--- src/rtl/lwpc_pkg.sv ---
// Shared types, constants and lookup functions for the window/pixel command stream unit.
`default_nettype none

package lwpc_pkg;

   // Panel command bytes.
   localparam logic [7:0] CMD_COL_SET = 8'h2A;
   localparam logic [7:0] CMD_ROW_SET = 8'h2B;
   localparam logic [7:0] CMD_MEM_WR  = 8'h2C;

   // Opcodes of a request.
   localparam logic OP_WINDOW = 1'b0;
   localparam logic OP_PIXEL  = 1'b1;

   // Configuration register indexes.
   localparam logic CSR_ROTATION = 1'b0;
   localparam logic CSR_READY    = 1'b1;

   localparam int CSR_DATA_W = 2;

   // Job queue between the front and the back end (power of two).
   localparam int QUEUE_DEPTH = 4;
   localparam int QUEUE_AW    = $clog2(QUEUE_DEPTH);

   // Byte steps of a window job; the last step sends the memory-write command.
   localparam logic [3:0] WIN_LAST_STEP = 4'd10;

   typedef struct packed {
      logic        opcode;
      logic [7:0]  x_pos;
      logic [7:0]  y_pos;
      logic [7:0]  win_width;
      logic [7:0]  win_height;
      logic [15:0] pixel_color;
   } req_type;

   typedef struct packed {
      logic [7:0] out_byte;
      logic       is_data;
      logic       rejected;
      logic       last;
   } rsp_type;

   typedef enum logic [1:0] {
      JOB_PIXEL  = 2'd0,
      JOB_WINDOW = 2'd1,
      JOB_REJECT = 2'd2
   } job_kind_type;

   // For a window job data holds {xs, xe, ys, ye}; for a pixel job the
   // colour sits in the low half.
   typedef struct packed {
      job_kind_type kind;
      logic [31:0]  data;
   } job_type;

   function automatic logic [7:0] scr_width(input logic [1:0] rot);
      return rot[0] ? 8'd160 : 8'd128;
   endfunction

   function automatic logic [7:0] scr_height(input logic [1:0] rot);
      return rot[0] ? 8'd128 : 8'd160;
   endfunction

   function automatic logic [7:0] col_offset(input logic [1:0] rot);
      return rot[0] ? 8'd1 : 8'd2;
   endfunction

   function automatic logic [7:0] row_offset(input logic [1:0] rot);
      return rot[0] ? 8'd2 : 8'd1;
   endfunction

endpackage

`default_nettype wire

--- src/rtl/lcd_window_pixel_command_stream_unit.sv ---
// A request accepted into the job queue is registered there; the back end then loads its
// first byte into the result register. It emits one byte per cycle while a job is queued
// and results are popped: a pixel gives 2 bytes, a window 11 and a rejected window 1.
// A four-entry job queue lets requests be accepted while earlier bytes are still going out.
// Reset (synchronous, active high) empties the queue and the result register and
// clears rotation and ready to zero.
`default_nettype none

module lcd_window_pixel_command_stream_unit (
   input  wire                    clock,
   input  wire                    reset,
   // Request side, queue-like: accepted when push is high and full is low.
   input  wire                    req_push,
   output logic                   req_full,
   input  wire lwpc_pkg::req_type req_data,
   // Result side: the oldest byte is shown while empty is low.
   output logic                   rsp_empty,
   input  wire                    rsp_pop,
   output lwpc_pkg::rsp_type      rsp_data,
   // Configuration write port.
   input  wire                    csr_write_en,
   input  wire                    csr_index,
   input  wire [lwpc_pkg::CSR_DATA_W-1:0] csr_wdata
);
   import lwpc_pkg::*;

   logic [1:0] rotation_ff;
   logic       ready_ff;
   job_type    front_job;
   job_type    head_job;
   logic       queue_full;
   logic       queue_not_empty;
   logic       job_done;
   logic       rsp_valid;

   // The user must write the configuration registers only while the unit is idle; the block
   // does not enforce it. So the front end may read them directly when it classifies a request.
   always_ff @(posedge clock) begin
      if (reset) begin
         rotation_ff <= 2'd0;
         ready_ff    <= 1'b0;
      end else if (csr_write_en) begin
         unique case (csr_index)
            CSR_ROTATION: rotation_ff <= csr_wdata[1:0];
            CSR_READY:    ready_ff    <= csr_wdata[0];
         endcase
      end
   end

   // The front end checks the request and precomputes the window words, so the
   // back end only has to pick bytes.
   lwpc_front u_front (
      .req       (req_data),
      .rotation  (rotation_ff),
      .ready_cfg (ready_ff),
      .job       (front_job)
   );

   lwpc_queue u_queue (
      .clock     (clock),
      .reset     (reset),
      .push      (req_push),
      .push_job  (front_job),
      .full      (queue_full),
      .pop       (job_done),
      .not_empty (queue_not_empty),
      .head_job  (head_job)
   );

   // The back end retires a job from the queue when it loads the job's last byte
   // into the result register.
   lwpc_back u_back (
      .clock     (clock),
      .reset     (reset),
      .job_valid (queue_not_empty),
      .job       (head_job),
      .job_done  (job_done),
      .rsp_valid (rsp_valid),
      .rsp       (rsp_data),
      .rsp_take  (rsp_pop)
   );

   assign req_full  = queue_full;
   assign rsp_empty = !rsp_valid;

endmodule

`default_nettype wire

--- src/rtl/lwpc_front.sv ---
// Front end: checks a request and turns it into a compact job for the queue.
`default_nettype none

module lwpc_front (
   input  wire  lwpc_pkg::req_type req,
   input  wire  [1:0]              rotation,
   input  wire                     ready_cfg,
   output lwpc_pkg::job_type       job
);
   import lwpc_pkg::*;

   logic [8:0] x_end;
   logic [8:0] y_end;
   logic       fits;
   logic [7:0] xs;
   logic [7:0] xe;
   logic [7:0] ys;
   logic [7:0] ye;

   always_comb begin
      x_end = {1'b0, req.x_pos} + {1'b0, req.win_width};
      y_end = {1'b0, req.y_pos} + {1'b0, req.win_height};
      fits  = ready_cfg && (req.win_width != 8'd0) && (req.win_height != 8'd0) &&
              (x_end <= {1'b0, scr_width(rotation)}) &&
              (y_end <= {1'b0, scr_height(rotation)});

      // Only meaningful when the window fits; then every value stays below 256.
      xs = req.x_pos + col_offset(rotation);
      xe = xs + req.win_width - 8'd1;
      ys = req.y_pos + row_offset(rotation);
      ye = ys + req.win_height - 8'd1;

      if (req.opcode == OP_PIXEL) begin
         job.kind = JOB_PIXEL;
         job.data = {16'd0, req.pixel_color};
      end else if (fits) begin
         job.kind = JOB_WINDOW;
         job.data = {xs, xe, ys, ye};
      end else begin
         job.kind = JOB_REJECT;
         job.data = 32'd0;
      end
   end

endmodule

`default_nettype wire

--- src/rtl/lwpc_queue.sv ---
// Small register queue of jobs between the front and the back end.
`default_nettype none

module lwpc_queue (
   input  wire                    clock,
   input  wire                    reset,
   input  wire                    push,
   input  wire lwpc_pkg::job_type push_job,
   output logic                   full,
   input  wire                    pop,
   output logic                   not_empty,
   output lwpc_pkg::job_type      head_job
);
   import lwpc_pkg::*;

   job_type               entry_ff [QUEUE_DEPTH];
   logic [QUEUE_AW-1:0]   wr_ptr_ff;
   logic [QUEUE_AW-1:0]   wr_ptr_in;
   logic [QUEUE_AW-1:0]   rd_ptr_ff;
   logic [QUEUE_AW-1:0]   rd_ptr_in;
   logic [QUEUE_AW:0]     count_ff;
   logic [QUEUE_AW:0]     count_in;
   logic                  do_push;
   logic                  do_pop;

   always_comb begin
      full      = (count_ff == (QUEUE_AW+1)'(QUEUE_DEPTH));
      not_empty = (count_ff != '0);
      head_job  = entry_ff[rd_ptr_ff];
      do_push   = push && !full;
      do_pop    = pop && not_empty;
      // Pointers wrap on their own since the depth is a power of two.
      wr_ptr_in = do_push ? wr_ptr_ff + QUEUE_AW'(1) : wr_ptr_ff;
      rd_ptr_in = do_pop ? rd_ptr_ff + QUEUE_AW'(1) : rd_ptr_ff;
      count_in  = count_ff;
      if (do_push && !do_pop) begin
         count_in = count_ff + (QUEUE_AW+1)'(1);
      end else if (do_pop && !do_push) begin
         count_in = count_ff - (QUEUE_AW+1)'(1);
      end
   end

   always_ff @(posedge clock) begin
      if (reset) begin
         wr_ptr_ff <= '0;
         rd_ptr_ff <= '0;
         count_ff  <= '0;
      end else begin
         wr_ptr_ff <= wr_ptr_in;
         rd_ptr_ff <= rd_ptr_in;
         count_ff  <= count_in;
      end
   end

   always_ff @(posedge clock) begin
      if (do_push) begin
         entry_ff[wr_ptr_ff] <= push_job;
      end
   end

endmodule

`default_nettype wire

--- src/rtl/lwpc_back.sv ---
// Back end: steps through the bytes of the head job into the result register.
`default_nettype none

module lwpc_back (
   input  wire                    clock,
   input  wire                    reset,
   input  wire                    job_valid,
   input  wire lwpc_pkg::job_type job,
   output logic                   job_done,
   output logic                   rsp_valid,
   output lwpc_pkg::rsp_type      rsp,
   input  wire                    rsp_take
);
   import lwpc_pkg::*;

   logic [3:0] step_ff;
   logic [3:0] step_in;
   logic       out_valid_ff;
   logic       out_valid_in;
   rsp_type    out_ff;
   rsp_type    out_in;
   rsp_type    cur;
   logic       advance;

   // Byte produced by the current job at the current step.
   always_comb begin
      cur = '{out_byte: 8'd0, is_data: 1'b1, rejected: 1'b0, last: 1'b0};
      unique case (job.kind)
         JOB_PIXEL: begin
            cur.out_byte = (step_ff == 4'd0) ? job.data[15:8] : job.data[7:0];
            cur.last     = (step_ff != 4'd0);
         end
         JOB_WINDOW: begin
            unique case (step_ff)
               4'd0:    begin cur.out_byte = CMD_COL_SET; cur.is_data = 1'b0; end
               4'd2:    cur.out_byte = job.data[31:24];
               4'd4:    cur.out_byte = job.data[23:16];
               4'd5:    begin cur.out_byte = CMD_ROW_SET; cur.is_data = 1'b0; end
               4'd7:    cur.out_byte = job.data[15:8];
               4'd9:    cur.out_byte = job.data[7:0];
               4'd10: begin
                  cur.out_byte = CMD_MEM_WR;
                  cur.is_data  = 1'b0;
                  cur.last     = 1'b1;
               end
               default: cur.out_byte = 8'd0;   // high bytes of the words
            endcase
         end
         default: begin
            cur.is_data  = 1'b0;
            cur.rejected = 1'b1;
            cur.last     = 1'b1;
         end
      endcase
   end

   always_comb begin
      advance      = job_valid && (!out_valid_ff || rsp_take);
      job_done     = advance && cur.last;
      step_in      = step_ff;
      out_valid_in = out_valid_ff;
      out_in       = out_ff;
      if (advance) begin
         out_in       = cur;
         out_valid_in = 1'b1;
         step_in      = cur.last ? 4'd0 : step_ff + 4'd1;
      end else if (rsp_take) begin
         out_valid_in = 1'b0;
      end
      rsp_valid = out_valid_ff;
      rsp       = out_ff;
   end

   always_ff @(posedge clock) begin
      if (reset) begin
         step_ff      <= 4'd0;
         out_valid_ff <= 1'b0;
      end else begin
         step_ff      <= step_in;
         out_valid_ff <= out_valid_in;
      end
   end

   always_ff @(posedge clock) begin
      out_ff <= out_in;
   end

endmodule

`default_nettype wire

--- config.mk ---
export PLATFORM = sky130hd
export DESIGN_NAME = lcd_window_pixel_command_stream_unit
export DESIGN_NICKNAME = d
export VERILOG_FILES = /design/src/rtl/lwpc_pkg.sv /design/src/rtl/lcd_window_pixel_command_stream_unit.sv /design/src/rtl/lwpc_front.sv /design/src/rtl/lwpc_queue.sv /design/src/rtl/lwpc_back.sv
export SDC_FILE = /design/constraint.sdc
export NUM_CORES = 1
export LEC_CHECK = 0
export BUFFER_PORTS_ARGS = -buffer_cell sky130_fd_sc_hd__buf_4
export CORE_MARGIN = 10
export CORE_UTILIZATION = 48
export DETAILED_ROUTE_END_ITERATION = 12
export GPL_TIMING_DRIVEN = 0
export MAX_ROUTING_LAYER = met4
export PLACE_DENSITY_LB_ADDON = 0.25
export SLEW_MARGIN = 20
export SYNTH_ARGS = -nofsm -noshare
export SYNTH_HDL_FRONTEND = slang
export SYNTH_SLANG_ARGS = --single-unit
export TNS_END_PERCENT = 20
--- constraint.sdc ---
create_clock -name clock -period 3.7 [get_ports clock]
set_clock_uncertainty 0.1 [all_clocks]
set_input_delay 0.37 -clock clock [delete_from_list [all_inputs] [get_ports clock]]
set_output_delay 0.37 -clock clock [all_outputs]
set_load 0.05 [all_outputs]
==> impl_metrics.yaml, run 1 <==
clock_tree:
  htreeDepth: 4
  path_clk_slew_ns: 0.06
  cts.path.max_buffers: 2
  post_cts_buffers: 0
  cts.sinks: 163
  cts_tree: "built"
  worstSkewPairLatency_ns: 0.43
  cts_root_buf: "clkbuf_16"
  cts_buffers: 17
drt:
  drt_iter0_drc: 449
  vias: 5511
  wire_per_inst_um: 21.1
  routed_via_density: 5.71
  final_antenna_net_count: 0
  wl_um: 20300
  drt_pass1_iterations: 5
  drc: 0
grt:
  antenna_found_initial: 0
  track_usage: 0.178
  overflow: 0
  grt_pass1_wl_um: 32200
  grt_start_max_net_pins: 27
  grt_pass1_vias: 5806
timing:
  min_period_ns: 3.56
  max_slew_margin: 0.444
  tightest_slew_ns: 0.826
  tns_ns: 0
  hold_viol_final: 0
  finalMaxSlewViolations: 0
  whs_ns: 0.0961
  timing.fmax_mhz: 281
  rsz0062_at_grt: "true"
  post-route-period-util: 0.962
  postLayoutSetupSlackWorst_ns: 0.140
  setup_violations: 0
layout:
  diodes: 0
  drive_gt1_frac: 0.257
  area_growth_pct: 18.0
  finalNonFillerCells: 965
  nets: 844
power_and_ir_drop:
  p_sw_mw: 2.04
  power_mw: 6.18
  seqPwrFrac: 0.394
  power_density_nw_per_um2: 599
  swShare: 0.330
  comb_power_share: 0.335
  intPower_mw: 4.15
  p_clk_frac: 0.270
  p_leak_nw: 3.85
  vdd_drop_max_v: 0.000630
worst_setup_path:
  cp_data_required_time_ns: 3.71
  crit_arrival_ns: 3.57
  crit_fanout: 10
  crit_path_start_kind: "primary input"
  cp-end-kind: "flop"
  critPathKind: "primary input to flop"
place:
  dpl_worst_slack_ns: -0.335
  dp.final_hpwl_um: 15400
  gp_congestion: 0.852
  port_buffers: 67
  placed_cells: 932
synth:
  synth-edff-count: 147
  syn_area_per_cell_sq_um: 13.9
  synth_seq_area_share: 0.541
  ys_ff_latch: 163
  ys.flop_type: "edfxtp_1"
  syn_inst: 631
  synth_area_sq_um: 8750
  yosys_warnings: 0
  async_flop_share: 0
  synth_fp_nets: 752
  ys_types: 63
status:
  outcome: "finished clean"
floorplan:
  dieArea_sq_um: 24000
  row_count: 49
  coreArea_sq_um: 18000
  die_y_um: 155
  die_width_um: 155
  start_util: 0.487
  pin_count: 70
job:
  maxCapViolCount: 0
hold_path:
  hold_class: "primary input to flop"
-- cell usage after synthesis (12+ instances only) --
cell type | number | share of area
edfxtp_1 | 147 | 0.50
inv_1 | 58 | 0.025
ha_1 | 57 | 0.081
nand2_1 | 35 | 0.015
mux4_2 | 34 | 0.088
a21oi_1 | 28 | 0.016
xnor2_1 | 23 | 0.023
nor2_1 | 22 | 0.0094
xor2_1 | 21 | 0.021
dfxtp_1 | 16 | 0.037
nor4_1 | 16 | 0.011
clkbuf_1 | 12 | 0.0051
-- through the flow --
| stage | instance area [sq um] | util |
|---|---|---|
| 2_1_floorplan | 8750 | - |
| 3_3_place_gp | 9540 | 0.531 |
| 3_5_place_dp | 9650 | 0.537 |
| 4_1_cts | 10300 | 0.571 |
| 5_1_grt | 10300 | 0.575 |
| 6_report | 10300 | 0.575 |
-- kinds of logic after synthesis --
| family | synth area share |
|---|---|
| adders and majority gates | 0.0975 |
| AOI/OAI and AO/OA | 0.104 |
| DFF | 0.541 |
| muxes | 0.0979 |
| buffers and inverters | 0.0453 |
| and+or+nand+nor | 0.0679 |
| xor gates and xnor gates | 0.0466 |
-- cell type report --
| class | count | area (sq um) |
|---|---|---|
| Tap cell | 229 | 287 |
| Clock buffer | 18 | 429 |
| Multi-Input combinational cell | 380 | 3720 |
| Inverter | 58 | 218 |
| Sequential cell | 163 | 4740 |
| Timing Repair Buffer | 73 | 612 |
| Buffer | 30 | 179 |
| Fill cell | 1431 | 7640 |
| Clock inverter | 14 | 135 |
-- timing repair --
action,CTS,global route
resized for setup,6,12
setup endpoints to repair,20,80
endpoints found under the hold margin,1,0
hold buffers,1,0
-- layer usage --
layer / GRT usage / vias up / wire, um
met5: - / - / 0
met4: 0.0517 / 0 / 251
met3: 0.0386 / 18 / 1200
met2: 0.288 / 195 / 10200
met1: 0.222 / 2696 / 8710
li1: - / 2602 / -
-- power groups by stage --
stage	logic [mW]	registers, mW	clock network, mW
2_1_floorplan	1.21	2.68	0
3_3_place_gp	1.95	2.47	0
3_5_place_dp	2.06	2.48	0
4_1_cts	2.08	2.44	1.69
5_1_grt	2.25	2.46	1.79
6_report	2.07	2.44	1.67
-- layout by cell type, fill, tap and decap left out, types with 6 or more instances in the layout --
cell type	netlist	layout
inv_1	58	58
dfxtp_1	16	15
buf_4	2	69
nor4_2	0	7
fa_1	7	6
clkbuf_16	0	17
nor2b_1	9	9
buf_2	8	8
xnor2_1	23	21
a22oi_1	8	8
a211oi_1	10	10
edfxtp_1	147	147
xor2_1	21	21
o41ai_2	9	12
clkbuf_1	12	13
mux4_2	34	34
mux2i_1	8	8
ha_1	57	57
a21o_1	8	8
a21oi_1	28	26
buf_6	5	6
o21ai_0	6	6
nand2_1	35	35
nor2_1	22	21
nor4_1	16	9
-- state kept, by name, summed over array words and instances (netlist names), named ones only --
signal,flops
u_back.rsp,11
u_queue.count_ff,3
u_back.step_ff,4
u_queue.rd_ptr_ff,2
rotation_ff,1
ready_ff,1
u_queue.entry_ff,136
u_back.rsp_valid,1
u_queue.wr_ptr_ff,2
-- critical path, stage by stage --
cell and delay, ns:
buf_4 0.13, ha_1 0.34, a21oi_1 0.19, a21boi_0 0.15
o21ai_0 0.17, nand2b_1 0.09, xnor2_1 0.15, ha_1 0.28
nor4b_1 0.28, a31o_2 0.21, a21oi_1 0.20, buf_2 0.27
nor4_1 0.74
-- final timing paths --
kind / depth (start not counted) / slack (ns) / end / from
worst max register to register: 13 / 0.15 / u_queue.entry_ff[0][6] / rotation_ff[0]
worst min-delay path: 3 / 0.1 / rotation_ff[0] / csr_wdata[0]
worst max-delay path: 13 / 0.14 / u_queue.entry_ff[0][26] / req_data[18]
worst min register to register: 2 / 0.37 / ready_ff / ready_ff
Note: power is estimated with default switching activity, not from simulation.
==> inputs of run 2 (changes only) <==
--- a/config.mk
+++ b/config.mk
@@ -9,7 +9,6 @@
 export CORE_MARGIN = 10
 export CORE_UTILIZATION = 48
 export DETAILED_ROUTE_END_ITERATION = 12
-export GPL_TIMING_DRIVEN = 0
 export MAX_ROUTING_LAYER = met4
 export PLACE_DENSITY_LB_ADDON = 0.25
 export SLEW_MARGIN = 20
==> impl_metrics.yaml, run 2 (same netlist as run 1, synthesis figures left out) <==
status:
  outcome: "finished clean"
drt:
  wire_per_inst_um: 20.7
  routed_via_density: 5.71
  drc: 0
  drt_iter0_drc: 425
  vias: 5570
  drt_pass1_iterations: 5
  final_antenna_net_count: 0
  wl_um: 20200
power_and_ir_drop:
  p_clk_frac: 0.276
  vdd_drop_max_v: 0.000587
  p_sw_mw: 1.97
  power_density_nw_per_um2: 595
  intPower_mw: 4.20
  comb_power_share: 0.324
  p_leak_nw: 3.96
  swShare: 0.319
  power_mw: 6.17
  seqPwrFrac: 0.400
layout:
  nets: 855
  area_growth_pct: 18.5
  layout_commonest_cell: "edfxtp_1"
  finalNonFillerCells: 976
  largest_reg_flops: 136
  finalInstanceArea_sq_um: 10400
  drive_gt1_frac: 0.266
  multi_input_area_sq_um: 3680
  largest_register: "u_queue.entry_ff"
  seq_area_sq_um: 4740
  final_cell_mix: "edfxtp_1, buf_4, inv_1, ha_1, nand2_1"
  nFillCells: 1444
  diodes: 0
place:
  gp_congestion: 0.862
  port_buffers: 68
  dp.final_hpwl_um: 14800
  placed_cells: 944
  placed_cell_area_sq_um: 9740
timing:
  min_period_ns: 3.49
  setup_violations: 0
  tns_ns: 0
  rsz0062_at_grt: "false"
  post-route-period-util: 0.943
  whs_ns: 0.0931
  timing.fmax_mhz: 286
  tightest_slew_ns: 0.834
  max_slew_margin: 0.443
  finalMaxSlewViolations: 0
  hold_viol_final: 0
floorplan:
  coreArea_sq_um: 18000
  dieArea_sq_um: 24000
  die_y_um: 155
  die_width_um: 155
  pin_count: 70
  start_util: 0.487
  row_count: 49
worst_setup_path:
  critPathTopFamily: "adder cells"
  crit_fanout: 5
  crit_path_top_delay_cell: "fa_1"
  cp-end-kind: "flop"
  path_cells: "ha_1, inv_1, fa_1, ha_1, inv_1, ha_1, fa_1, a21o_1, a21oi_2, o21bai_1, a21oi_1, xnor2_1, nor4_2"
  r2r_cells: 13
  crit_cells: 13
  cp_common_cell: "ha_1"
  worst-path-buf-inv: 2
  crit_path_start_kind: "flop"
  crit_arrival_ns: 3.58
  max_stage_delay_ns: 0.51
  critPathKind: "flop to flop"
  cp_data_required_time_ns: 3.79
job:
  maxCapViolCount: 0
clock_tree:
  cts_buffers: 17
  path_clk_slew_ns: 0.06
  cts.path.max_buffers: 2
  htreeDepth: 4
  cts_root_buf: "clkbuf_16"
  worstSkewPairLatency_ns: 0.42
  hold_buffers: 0
  cts_tree: "built"
  cts.sinks: 163
grt:
  busiest_layer: "met2"
  met1_usage: 0.224
  grt_use_met3: 0.0320
  met2_usage: 0.272
  grt_pass1_wl_um: 31700
  grt_pass1_vias: 5856
  grt_start_max_net_pins: 51
  track_usage: 0.175
  overflow: 0
  antenna_found_initial: 0
hold_path:
  hold_class: "primary input to flop"
  worstHoldPathCells: 3
-- run 2: cell type report --
class	instances	share of cell area
Timing Repair Buffer	114	0.0837
Sequential cell	163	0.457
Tap cell	229	0.0276
Clock inverter	3	0.00398
Multi-Input combinational cell	380	0.355
Inverter	58	0.0210
Clock buffer	29	0.0524
-- run 2: power groups by stage --
stage / Combinational [mW] / Clock [mW] / Sequential [mW]
final: 2.00 / 1.70 / 2.47
after global routing: 2.17 / 1.81 / 2.50
after CTS: 2.01 / 1.73 / 2.47
after detailed placement: 1.99 / 0 / 2.51
after global placement: 1.96 / 0 / 2.49
after floorplan: 1.21 / 0 / 2.68
-- run 2: final timing paths --
path / start / to / slack (ns)
min reg2reg: ready_ff / ready_ff / 0.36
max reg2reg: rotation_ff[0] / u_queue.entry_ff[1][23] / 0.21
max: rotation_ff[0] / u_queue.entry_ff[1][23] / 0.21
min: csr_wdata[0] / rotation_ff[0] / 0.09
-- run 2: repair_timing --
item                                    4_1_cts  5_1_grt
setup buffers                                 0        0
gates cloned                                  0        0
endpoints found under the setup margin        4       20
resized for setup                             1        6
pin swaps                                     0        1
-- run 2: stage by stage --
stage,setup slack [ns],util
final,0.209,0.577
after CTS,0.0878,0.575
after floorplan,0.360,-
after global placement,0.0352,0.542
after detailed placement,-0.119,0.542
after global routing,0.0306,0.577
-- run 2: metal layers --
metal	share of wire	vias up	routed length, um
li1	-	2621	-
met5	0	-	0
met1	0.45	2734	9130
met3	0.045	28	914
met2	0.48	187	9710
met4	0.020	0	411
-- run 2: worst min-delay path, stage by stage --
cell     delay, ns
buf_4         0.08
a31oi_1       0.06
nor2_1        0.07
==> inputs of run 3 (changes only) <==
--- a/config.mk
+++ b/config.mk
@@ -5,7 +5,8 @@
 export SDC_FILE = /design/constraint.sdc
 export NUM_CORES = 1
 export LEC_CHECK = 0
-export BUFFER_PORTS_ARGS = -buffer_cell sky130_fd_sc_hd__buf_4
+export BUFFER_PORTS_ARGS = -buffer_cell sky130_fd_sc_hd__buf_2
+export CAP_MARGIN = 20
 export CORE_MARGIN = 10
 export CORE_UTILIZATION = 48
 export DETAILED_ROUTE_END_ITERATION = 12
==> impl_metrics.yaml, run 3 (same netlist as run 1, synthesis figures left out) <==
layout:
  largest_register: "u_queue.entry_ff"
  finalNonFillerCells: 976
  post-route-util: 0.565
  area_growth_pct: 15.9
  layout_commonest_cell: "edfxtp_1"
  final_cell_mix: "edfxtp_1, buf_2, inv_1, ha_1, buf_4"
  nFillCells: 1452
  drive_gt1_frac: 0.265
  nets: 856
  largest_reg_flops: 136
  diodes: 0
hold_path:
  holdPathEnd: "ready_ff"
  worstHoldPathCells: 3
  min-delay-start: "csr_wdata[0]"
  hold_class: "primary input to flop"
worst_setup_path:
  crit_fanout: 5
  crit_path_start: "rotation_ff[0]"
  timing.rr.end: "u_queue.entry_ff[1][23]"
  crit_path_start_kind: "flop"
  crit_arrival_ns: 3.50
  cp-end-kind: "flop"
  r2r_slack_ns: 0.29
  r2r_cells: 13
  cp_data_required_time_ns: 3.80
  r2r_start: "rotation_ff[0]"
  critPathKind: "flop to flop"
grt:
  grt_pass1_wl_um: 30600
  antenna_found_initial: 0
  grt_start_max_net_pins: 51
  track_usage: 0.169
  grt_pass1_vias: 5759
  overflow: 0
clock_tree:
  post_cts_buffers: 0
  cts_tree: "built"
  worstSkewPairLatency_ns: 0.42
  cts.path.max_buffers: 2
  cts_buffers: 17
  cts_root_buf: "clkbuf_16"
  hold_buffers: 0
  cts.sinks: 163
  path_clk_slew_ns: 0.06
  cts_resized: 0
  htreeDepth: 4
timing:
  timing.fmax_mhz: 294
  postLayoutSetupSlackWorst_ns: 0.294
  min_period_ns: 3.41
  setup_violations: 0
  max_slew_margin: 0.360
  hold_viol_final: 0
  rsz0062_at_grt: "false"
  post-route-period-util: 0.921
  finalMaxSlewViolations: 0
  tightest_slew_ns: 0.960
power_and_ir_drop:
  power_density_nw_per_um2: 585
  vdd_drop_max_v: 0.000423
  p_leak_nw: 3.86
  power_mw: 5.93
drt:
  drt_pass1_iterations: 5
  final_antenna_net_count: 0
  vias: 5369
  drt_iter0_drc: 404
  wire_per_inst_um: 19.6
  routed_via_density: 5.50
  drc: 0
  wl_um: 19100
place:
  placed_cells: 945
  gp_congestion: 0.818
  dpl_worst_slack_ns: -0.0108
  dp.final_hpwl_um: 14200
  port_buffers: 68
status:
  outcome: "finished clean"
job:
  maxCapViolCount: 0
floorplan:
  start_util: 0.487
  dieArea_sq_um: 24000
  coreArea_sq_um: 18000
  die_width_um: 155
  pin_count: 70
  die_y_um: 155
  row_count: 49
[run 3: cell count changes in the layout (fill, tap and decap cells not counted), sizes merged]
cell,delta
buf,+1
clkbuf,-9
clkinv,+5
inv,-1
clkinvlp,+4
[run 3: area by class of cell]
class	count	area, sq um	area share
sequential	163	4740	0.467
tap	229	287	0.0283
inverter	58	218	0.0215
clock inverter	11	90.1	0.00888
timing repair buffer	115	718	0.0708
multi-input combinational	380	3650	0.360
clock buffer	20	437	0.0431
[run 3: worst max path at each step]
stage          slack, ns                      end
2_1_floorplan       0.36   u_queue.entry_ff[0][6]
3_3_place_gp        0.05  u_queue.entry_ff[0][25]
3_5_place_dp       -0.01   u_queue.entry_ff[0][3]
4_1_cts            0.004  u_queue.entry_ff[1][23]
5_1_grt            0.004  u_queue.entry_ff[1][23]
6_report            0.29  u_queue.entry_ff[1][23]
[run 3: critical path: stages (launching register included)]
cell,delay [ns]
dfxtp_4,0.36
ha_1,0.20
inv_1,0.07
fa_1,0.43
ha_1,0.29
inv_1,0.04
ha_1,0.22
fa_1,0.41
a21o_1,0.18
a21oi_2,0.16
o21bai_1,0.08
a21oi_1,0.16
xnor2_1,0.10
nor4_2,0.38
[run 3: stage by stage]
stage | TNS (ns) | hold WS, ns | area (sq um)
5_1_grt | 0 | 0.120 | 10100
3_3_place_gp | 0 | 0.347 | 9590
2_1_floorplan | 0 | 0.337 | 8750
6_report | 0 | 0.120 | 10100
4_1_cts | 0 | 0.0836 | 10100
3_5_place_dp | -0.0528 | 0.350 | 9590
[run 3: per-layer routing]
layer	up-vias	part of all wire	track usage
li1	2619	-	-
met1	2581	0.46	0.218
met2	148	0.48	0.258
met3	21	0.046	0.0364
met4	0	0.019	0.0612
met5	-	0	-
[run 3: where the power goes]
group          leakage, nW  total [mW]  switching [mW]  internal (mW)
clock network        0.244        1.56           0.650          0.910
registers             1.48        2.44          0.0988           2.34
logic                 2.14        1.93            1.19          0.746
